<file path="config.mk">
export PLATFORM = sky130hd
export DESIGN_NAME = cabo_clip
export DESIGN_NICKNAME = d
export VERILOG_FILES = /design/src/cabo_pkg.sv /design/src/cabo_clip.sv
export SDC_FILE = /design/constraint.sdc
export NUM_CORES = 1
export LEC_CHECK = 0
export BUFFER_PORTS_ARGS = -buffer_cell sky130_fd_sc_hd__buf_2
export CAP_MARGIN = 30
export CORE_UTILIZATION = 45
export DETAILED_ROUTE_END_ITERATION = 16
export MAX_ROUTING_LAYER = met4
export PLACE_DENSITY_LB_ADDON = 0.05
export REMOVE_ABC_BUFFERS = 1
export SYNTH_ARGS = -nofsm -noshare
export SYNTH_HDL_FRONTEND = slang
export SYNTH_SLANG_ARGS = --single-unit
</file>
<file path="constraint.sdc">
create_clock -name clock -period 5 [get_ports clock]
set_input_delay 0 -clock clock [delete_from_list [all_inputs] [get_ports clock]]
set_output_delay 0 -clock clock [all_outputs]
set_load 0.02 [all_outputs]
</file>
<file path="src/cabo_pkg.sv">
`default_nettype none
// ----------------------------------------------------------------------------
// cabo_pkg
// Shared types, constants and the coverage blend for the clipped alpha blit.
// ----------------------------------------------------------------------------
package cabo_pkg;

   // Default store geometry
   localparam int MAX_WIDTH_DEF  = 512;
   localparam int MAX_HEIGHT_DEF = 64;

   // Field widths
   localparam int PIX_W       = 8;
   localparam int COORD_W     = 18;   // signed destination coordinate
   localparam int WIN_W_W     = 10;
   localparam int WIN_H_W     = 7;
   localparam int ORIGIN_W    = 16;
   localparam int CSR_INDEX_W = 4;
   localparam int CSR_DATA_W  = 16;

   localparam logic [PIX_W-1:0] ALPHA_MAX = 8'd255;

   // Register indexes
   localparam logic [CSR_INDEX_W-1:0] CSR_WIN_X      = 4'd0;
   localparam logic [CSR_INDEX_W-1:0] CSR_WIN_Y      = 4'd1;
   localparam logic [CSR_INDEX_W-1:0] CSR_WIN_WIDTH  = 4'd2;
   localparam logic [CSR_INDEX_W-1:0] CSR_WIN_HEIGHT = 4'd3;

   localparam logic [WIN_W_W-1:0] WIN_WIDTH_RST  = 10'd512;
   localparam logic [WIN_H_W-1:0] WIN_HEIGHT_RST = 7'd64;

   typedef enum logic [1:0] {
      FUNC_BLEND = 2'd0,
      FUNC_READ  = 2'd1,
      FUNC_CLEAR = 2'd2
   } func_type;

   // Control that travels with a pixel from clipping to write-back
   typedef struct packed {
      logic             hit;
      func_type         func;
      logic [PIX_W-1:0] cov;
   } pix_ctl_type;

   // src + floor((255-src)*dst/255); the division by 255 uses
   // floor(p/255) = (p + (p>>8) + 1) >> 8, exact for p up to 255*255
   function automatic logic [PIX_W-1:0] blend_over(input logic [PIX_W-1:0] src,
                                                   input logic [PIX_W-1:0] dst);
      logic [2*PIX_W-1:0] prod;
      logic [2*PIX_W:0]   acc;
      prod = {8'd0, ALPHA_MAX - src} * {8'd0, dst};
      acc  = {1'b0, prod} + {9'd0, prod[15:8]} + 17'd1;
      return src + acc[15:8];
   endfunction

endpackage
`default_nettype wire

</file>
<file path="src/cabo_clip.sv">
`default_nettype none
// ----------------------------------------------------------------------------
// cabo_clip
// Destination coordinate, window clipping and store address for one word.
// ----------------------------------------------------------------------------
module cabo_clip
   import cabo_pkg::*;
#(
   parameter int MAX_WIDTH  = MAX_WIDTH_DEF,
   parameter int MAX_HEIGHT = MAX_HEIGHT_DEF,
   parameter int AW         = 15
) (
   input  wire logic                       clock,
   input  wire logic                       reset,
   input  wire logic                       take,
   input  wire logic                       hand_on,
   input  wire logic [1:0]                 func,
   input  wire logic signed [15:0]         pen_x,
   input  wire logic signed [15:0]         pen_y,
   input  wire logic signed [9:0]          bearing_x,
   input  wire logic signed [9:0]          bearing_y,
   input  wire logic [8:0]                 col,
   input  wire logic [8:0]                 row,
   input  wire logic [PIX_W-1:0]           coverage,
   input  wire logic signed [ORIGIN_W-1:0] win_x,
   input  wire logic signed [ORIGIN_W-1:0] win_y,
   input  wire logic [WIN_W_W-1:0]         eff_w,
   input  wire logic [WIN_H_W-1:0]         eff_h,
   output logic                            valid,
   output pix_ctl_type                     ctl,
   output logic [AW-1:0]                   addr
);

   localparam int XW = (MAX_WIDTH > 1) ? $clog2(MAX_WIDTH) : 1;
   localparam int YW = (MAX_HEIGHT > 1) ? $clog2(MAX_HEIGHT) : 1;
   localparam int LW = (YW + WIN_W_W + 1 > AW) ? YW + WIN_W_W + 1 : AW;

   logic                      s1_valid_ff, s1_valid_in;
   logic [1:0]                s1_func_ff;
   logic [PIX_W-1:0]          s1_cov_ff;
   logic signed [COORD_W-1:0] s1_sx_ff, s1_sy_ff;
   logic signed [COORD_W-1:0] sx_in, sy_in;

   logic                      in_x, in_y;
   logic [XW-1:0]             x;
   logic [YW-1:0]             y;
   logic [LW-1:0]             lin;

   // Form the coordinate: placed glyph pixel for blend, window pixel otherwise
   always_comb begin
      if (func == FUNC_BLEND) begin
         sx_in = COORD_W'(pen_x) + COORD_W'(bearing_x)
               + $signed({{(COORD_W-9){1'b0}}, col}) - COORD_W'(win_x);
         sy_in = COORD_W'(pen_y) + COORD_W'(bearing_y)
               + $signed({{(COORD_W-9){1'b0}}, row}) - COORD_W'(win_y);
      end else begin
         sx_in = $signed({{(COORD_W-9){1'b0}}, col});
         sy_in = $signed({{(COORD_W-9){1'b0}}, row});
      end
   end

   // Hold the word until the next stage takes it
   always_comb begin
      s1_valid_in = s1_valid_ff;
      if (take) begin
         s1_valid_in = 1'b1;
      end else if (hand_on) begin
         s1_valid_in = 1'b0;
      end
   end

   always_ff @(posedge clock) begin
      if (reset) begin
         s1_valid_ff <= 1'b0;
      end else begin
         s1_valid_ff <= s1_valid_in;
      end
   end

   always_ff @(posedge clock) begin
      if (take) begin
         s1_func_ff <= func;
         s1_cov_ff  <= coverage;
         s1_sx_ff   <= sx_in;
         s1_sy_ff   <= sy_in;
      end
   end

   // Clip against the window and linearise the address
   always_comb begin
      in_x = !s1_sx_ff[COORD_W-1]
             && (s1_sx_ff[COORD_W-2:0] < (COORD_W-1)'(eff_w));
      in_y = !s1_sy_ff[COORD_W-1]
             && (s1_sy_ff[COORD_W-2:0] < (COORD_W-1)'(eff_h));
      x    = s1_sx_ff[XW-1:0];
      y    = s1_sy_ff[YW-1:0];
      lin  = LW'(y) * LW'(eff_w) + LW'(x);

      ctl.hit  = in_x && in_y
                 && (s1_func_ff == FUNC_BLEND || s1_func_ff == FUNC_READ
                     || s1_func_ff == FUNC_CLEAR);
      ctl.func = func_type'(s1_func_ff);
      ctl.cov  = s1_cov_ff;
   end

   assign valid = s1_valid_ff;
   assign addr  = lin[AW-1:0];

endmodule
`default_nettype wire
</file>
# After elaboration in Yosys (flattened, before gate mapping)
# Index checks and enable logic that the tools add are counted.
dict set report word_totals {
  register_bits 47
  latchBits 0
  mem_bits_rw 0
  mem_bits_ro 0
  in_bits 133
  out_inout_bits 27
  word_cells 34
  mem_count 0
}
dict set report classes {
  addsub 7
  n_mul 1
  div_mod_pow 0
  magnitude_cmp 2
  n_eq_ne 2
  shift 0
  muxes 4
  n_bitwise 0
  reduce_logical 11
}
# op n
set op_table {}
lappend op_table {{adder 17 x 10 -> 18 bit} 2}
lappend op_table {{subtractor 18 x 16 -> 18 bit} 2}
lappend op_table {{adder 16 x 10 -> 17 bit} 2}
lappend op_table {{2-to-1 mux 9 bit} 2}
lappend op_table {{< comparator 17 x 10 -> 1 bit} 1}
lappend op_table {{< comparator 17 x 7 -> 1 bit} 1}
lappend op_table {{adder 15 x 9 -> 15 bit} 1}
lappend op_table {{multiplier 6 x 10 -> 15 bit} 1}
lappend op_table {{logical AND 1 bit} 4}
lappend op_table {{logical NOT 2 bit} 2}
lappend op_table {{== test 2 x 1 -> 1 bit, second input constant} 1}
lappend op_table {{== test 2 bit, second input constant} 1}
lappend op_table {{logical NOT 1 bit} 2}
lappend op_table {{logical OR 1 bit} 2}
lappend op_table {{2-to-1 mux 1 bit} 2}
lappend op_table {{nonzero test 2 bit} 1}

# Longest topological paths before layout
# Gate-level depths: netlist of run 1.
dict set report depth {
  ltp_word 4
  ltp_mapped 16
}

# Worst setup path before layout of run 1
# OpenSTA, ideal clock, no wires.
dict set report synth_path {
  path_kind {register -> output}
  start {reg s1_sy_ff[5]}
  end {out addr[14]}
  arrival_time_ns 4.317
  t_required_ns 5.000
  path_slack_ns 0.683
  stages_incl_launch_ff 16
  n_path_buf 1
  path_cell_list {edfxtp_1 -> clkbuf_1 -> and2_1 -> fa_1 -> fa_1 -> fa_1 -> inv_1 -> fa_1 -> inv_1 -> ha_1 -> and3_1 -> a22o_1 -> nor3_1 -> o21a_1 -> o31a_1 -> o311ai_0}
}
dict set report synth_via {
  elab_chain_len 2
}
# item line
set synth_rtl {}
lappend synth_rtl {{start: declaration} cabo_clip.sv:41} ;# logic signed [COORD_W-1:0] s1_sx_ff, s1_sy_ff;
lappend synth_rtl {{start signal: assignment} cabo_clip.sv:85} ;# s1_sy_ff <= sy_in;
lappend synth_rtl {{multiplier 6 x 10 -> 15 bit} cabo_clip.sv:97} ;# lin = LW'(y) * LW'(eff_w) + LW'(x);
lappend synth_rtl {{adder 15 x 9 -> 15 bit} cabo_clip.sv:97}
lappend synth_rtl {{end: declaration} cabo_clip.sv:31} ;# output logic [AW-1:0] addr
# Every way passes these cells.

# Final worst setup path of run 1
dict set report layout_path {
  start {reg s1_sy_ff[4]}
  end {out addr[14]}
}
# Same word-level chain as after synthesis.

==> reports/metrics.yaml, run 1 <==
crit_type: "reg -> out"
gp_congestion: 0.846
post_cts_resized: 0
slowest_delay_ns: 0.55
clk_pin_slew_worst_paths_ns: 0.07
cts_made_buffers: 5
vias: 5901
grt_util_all_layers: 0.205
wirelength_mm: 16.1
port_buffers: 159
netlist_instances: 792
ir_drop_mv: 0.717
met2_usage: 0.364
worst_pin_slew_ns: 0.852
post-route-period-util: 0.953
synthAdderAreaFrac: 0.404
ant_nets: 0
start_util: 0.464
worstPathCellList: "and2_1 -> fa_1 -> fa_1 -> fa_1 -> inv_1 -> fa_1 -> inv_1 -> ha_1 -> and3_1 -> a22o_1 -> nor3_1 -> o21a_1 -> o31a_1 -> o311ai_0 -> buf_2"
final_max_slew_viol_count: 0
drtIter0Drc: 184
grt-busiest-layer: "met2"
setup_violations: 0
core.rowCount: 46
clockRootBuffer: "clkbuf_16"
synthMuxAreaShare: 0.00542
antenna_found_initial: 0
cts.htree.levels: 2
ys_warn_count: 0
fp.dieArea_um2: 16900
final_layout_size_suffix_gt1_frac: 0.194
syn_avg_cell_area_um2: 9.33
place_inst: 1158
synth-compound-area-share: 0.125
routed_via_density: 4.98
area_growth_pct: 18.4
cts_tree: "done"
synth_edf_count: 46
synth-simple-area-share: 0.137
max_slew_margin: 0.432
ioPinCount: 160
cp_slowest_cell: "fa_1"
die_y_um: 130
worstPathRequired_ns: 5.00
endpoint_kind: "output pin"
avgRoutedWirePerCell_um: 13.6
grt_pass1_wl_mm: 26.7
fin_util: 0.549
path_max_fanout: 9
overflow: 0
synth_top_family_by_area: "adder cells"
clkSinkCount: 47
hpwl_mm: 13.8
start_kind: "register"
rsz0062_at_grt: "no"
use_met3: 0.0221
hold_viol_final: 0
synth_xor_area_frac: 0.0403
finalNonFillerCells: 1185
clockBufferDepth: 2
r2r_slack_ns: 3.88
async_flop_share: 0
hold_path.class: "in -> reg"
outcome: "finished clean"
tns_ns: 0
finClkSkew_ns: 0
fp.dieW_um: 130
p_leak_nw: 4.61
maxCapViolations: 0
fmax_ghz: 0.210
yosysSeqAreaShare: 0.190
core_um2: 15900
drcViolationCount: 0
synth_cell_types: 57
met1_usage: 0.258
synth_top_flop_cell: "edfxtp_1"
insertedDiodeCount: 0
grt_max_degree: 48
clk_latency_ns: 0.30
finalCriticalPeriod_ns: 4.76
dr.pass1.iters: 4
powerDensity_nw_per_um2: 456
nets: 1287
grt_pass1_vias: 5850
cp_common_cell: "fa_1"
arrival_ns: 4.76
synth_area_um2: 7390
synth_seq_cells: 47
==> metal layers <==
metal / part of all wire / vias up
met4: 0.0032 / 0
met5: 0 / -
li1: - / 2970
met3: 0.031 / 6
met1: 0.46 / 2808
met2: 0.51 / 117
==> worst max-delay path: cells and delay by family, from the launching register on <==
kind                       cells  cell delay (ns)
AOI/OAI and AO/OA              4             0.68
adders and majority gates      5             2.37
buffers and inverters          3             0.27
and+or+nand+nor                3             0.60
DFF                            1             0.53
==> per-stage QoR <==
| step | instance area (um2) | setup slack, ns | total power, mW | hold WS [ns] |
|---|---|---|---|---|
| global placement | 8410 | 0.580 | 3.57 | 0.159 |
| CTS | 8700 | 0.152 | 4.01 | 0.000123 |
| floorplan | 7340 | 0.732 | 2.86 | 0.0724 |
| detailed placement | 8430 | 0.493 | 3.63 | 0.159 |
| global route | 8750 | 0.0113 | 4.40 | 0.0233 |
| finish | 8750 | 0.235 | 3.99 | 0.0163 |
==> flip-flops by register name, summed over array words and instances, names as in the netlist <==
| name | cells |
|---|---|
| s1_sx_ff | 18 |
| s1_cov_ff | 8 |
| valid | 1 |
| s1_func_ff | 2 |
| s1_sy_ff | 18 |
==> placed cells by master, fill, tap and decap left out, drive strengths merged, types with 4 or more instances in the layout <==
cell and n:
xor2 15, mux2i 4, a21boi 4, buf 168, fa 88, a21oi 27
a211oi 8, nand4 8, nand2 58, nor3 13, edfxtp 46, nor4 6
and3 10, nand3 9, nor2 24, o21a 4, inv 180, dlygate4sd3 12
o21bai 5, a31oi 11, a21o 19, clkbuf 5, o21ai 35, nor2b 4
and2 46, xnor2 19, ha 98
==> report_power, final <==
| part | leakage, nW | internal [mW] | total [mW] | switching (mW) |
|---|---|---|---|---|
| registers | 0.454 | 0.505 | 0.542 | 0.0377 |
| logic | 4.08 | 1.30 | 3.11 | 1.80 |
| clock network | 0.0742 | 0.187 | 0.343 | 0.156 |
==> repair_timing <==
item                       4_1_cts  5_1_grt
hold endpoints to repair        11        0
hold buffers                    12        0
setup buffers                    0        7
setup endpoints to repair        0        2
==> cell families (layout without fill, tap and decap cells) <==
family	count (synthesis)	count (layout)
xor+xnor	34	34
mux	4	4
fa+ha+maj	186	186
buf+inv	190	367
compound gates	135	135
flops	47	47
simple gates	196	196
==> cell type report <==
class | count | area [um2]
clock buffer | 5 | 125
timing repair buffer | 180 | 996
fill | 1535 | 7190
multi-input combinational | 555 | 5260
tap | 216 | 270
inverter | 179 | 672
sequential | 47 | 1400
clock inverter | 3 | 22.5
==> final timing paths <==
check	start	cells past startpoint	end
setup / recovery	s1_sy_ff[4]	15	addr[14]
hold / removal	col[0]	3	s1_sx_ff[0]
hold reg to reg	valid	3	valid
setup reg to reg	valid	3	valid
==> Yosys cell counts (5+ instances only) <==
cell / number / area share
fa_1: 88 / 0.24
nor3_1: 13 / 0.0088
nor4_1: 6 / 0.0051
xnor2_1: 19 / 0.023
edfxtp_1: 46 / 0.19
nor2_1: 24 / 0.012
nand3_1: 9 / 0.0061
o21ai_0: 33 / 0.022
a21oi_1: 27 / 0.018
inv_1: 179 / 0.091
and2_1: 46 / 0.039
clkbuf_1: 7 / 0.0036
nand4_1: 8 / 0.0068
a31oi_1: 10 / 0.0085
and3_1: 10 / 0.0085
ha_1: 98 / 0.17
a21o_1: 19 / 0.019
o21bai_1: 5 / 0.0051
xor2_1: 15 / 0.018
nand2_1: 58 / 0.029
a211oi_1: 6 / 0.0061
(Power assumes the default switching activity.)
==> inputs of run 2 (changes only) <==
--- a/config.mk
+++ b/config.mk
@@ -7,7 +7,9 @@
 export LEC_CHECK = 0
 export BUFFER_PORTS_ARGS = -buffer_cell sky130_fd_sc_hd__buf_2
 export CAP_MARGIN = 30
-export CORE_UTILIZATION = 45
+export CELL_PAD_IN_SITES_DETAIL_PLACEMENT = 2
+export CELL_PAD_IN_SITES_GLOBAL_PLACEMENT = 2
+export CORE_UTILIZATION = 35
 export DETAILED_ROUTE_END_ITERATION = 16
 export MAX_ROUTING_LAYER = met4
 export PLACE_DENSITY_LB_ADDON = 0.05
==> reports/metrics.yaml, run 2 (synthesized netlist as in run 1, its figures left out) <==
die_y_um: 147
avgRoutedWirePerCell_um: 16.8
maxCapViolations: 0
ioPinCount: 160
fp.dieW_um: 147
rr_worst_depth: 2
dr.pass1.iters: 4
crit_type: "reg -> out"
fp.dieArea_um2: 21700
finalCriticalPeriod_ns: 4.85
drtIter0Drc: 164
clkSinkCount: 47
final_layout_size_suffix_gt1_frac: 0.196
finClkSkew_ns: 0
powerDensity_nw_per_um2: 466
cts_tree: "done"
core.rowCount: 52
most-common-layout-cells: "inv_1, buf_2, ha_1"
tns_ns: 0
postLayoutCellArea_um2: 8820
grt_pass1_wl_mm: 35.2
wirelength_mm: 20.9
area_growth_pct: 19.4
insertedDiodeCount: 0
clockRootBuffer: "clkbuf_16"
endpoint_kind: "output pin"
ir_drop_mv: 0.400
nets: 1289
grt_util_all_layers: 0.208
drcViolationCount: 0
max_slew_margin: 0.396
gp_congestion: 0.834
r2r_slack_ns: 4.43
holdCritStartpoint: "hand_on"
cts.htree.levels: 2
hold_path.class: "in -> reg"
post-route-period-util: 0.970
core_um2: 20500
worst_r2r_endpoint: "valid"
cts_made_buffers: 5
clockBufferDepth: 2
ant_nets: 0
rr_startpoint: "valid"
path_max_fanout: 9
final_max_slew_viol_count: 0
grt_max_degree: 48
start_util: 0.361
clk_pin_slew_worst_paths_ns: 0.07
setup_violations: 0
routed_via_density: 4.94
worstPathRequired_ns: 5.00
start_kind: "register"
fmax_ghz: 0.206
hpwl_mm: 18.3
worst_pin_slew_ns: 0.906
reg_top3: "s1_sx_ff (18), s1_sy_ff (18), s1_cov_ff (8)"
clk_latency_ns: 0.29
dpl-instance-area_um2: 8500
overflow: 0
p_leak_nw: 4.61
port_buffers: 159
layout_commonest_cell: "inv_1"
vias: 6128
outcome: "finished clean"
whs_endpoint: "valid"
antenna_found_initial: 0
worstHoldPathCells: 4
hold_viol_final: 0
grt_pass1_vias: 7098
arrival_ns: 4.85
## run 2: changes by cell type in the layout (fill, tap and decap cells not counted)
| cell | change |
|---|---|
| buf_4 | +3 |
| clkbuf_1 | +1 |
| clkinv_4 | -1 |
| clkinvlp_4 | +1 |
| dlygate4sd3_1 | -1 |
| inv_6 | -1 |
| o21ai_0 | -1 |
| o21ai_1 | +1 |
## run 2: layout make-up
class	instances	area [um2]
well taps	270	338
clock inverters	2	12.5
repair buffers	182	1010
fillers	2317	11700
inverters	179	672
multi-input cells	555	5260
clock buffers	6	129
flip-flops and latches	47	1400
## run 2: stage by stage
stage                     worst slack [ns]  std cells  power [mW]  hold slack [ns]  utilization
after floorplan                      0.732        781        2.86           0.0724            -
after global placement               0.580       1211        3.64            0.160        0.414
after detailed placement             0.399       1212        3.80            0.173        0.415
after CTS                           0.0701       1231        4.16           0.0240        0.427
after global routing               -0.0159       1241        4.53           0.0439        0.431
final                                0.149       1241        4.12           0.0193        0.431
## run 2: worst max-delay path, cell delays in order (launching register included)
cell and delay (ns):
edfxtp_1 0.53, and2_1 0.22, fa_1 0.57, fa_1 0.46, fa_1 0.56, inv_1 0.06
fa_1 0.50, inv_1 0.04, ha_1 0.35, and3_1 0.24, a22o_1 0.24, nor3_1 0.15
o21a_1 0.19, o31a_1 0.15, o311ai_0 0.12, buf_2 0.18
## run 2: layer usage
metal	track usage	share of wire	up-vias
li1	-	-	2971
met2	0.394	0.55	72
met4	0.0284	0.0069	0
met3	0.0106	0.013	10
met1	0.247	0.43	3075
met5	-	0	-
## run 2: worst max-delay path by stage
| stage | slack [ns] | cells after the start | startpoint | to |
|---|---|---|---|---|
| CTS | 0.07 | 15 | s1_sy_ff[2] | addr[14] |
| global route | -0.02 | 15 | s1_sy_ff[2] | addr[14] |
| finish | 0.15 | 15 | s1_sy_ff[2] | addr[14] |
| floorplan | 0.73 | 14 | s1_sy_ff[5] | addr[14] |
| global placement | 0.58 | 15 | s1_sy_ff[2] | addr[14] |
| detailed placement | 0.40 | 15 | s1_sy_ff[5] | addr[14] |
## run 2: power breakdown
group | internal (mW) | switching [mW]
sequential | 0.505 | 0.0393
clock | 0.185 | 0.149
combinational | 1.33 | 1.91
total | 2.02 | 2.10
## run 2: what timing repair did
action	CTS	global route
hold buffers	11	0
setup buffers	0	10
resized for setup	0	1
hold endpoints to repair	11	0
endpoints found under the setup margin	0	2
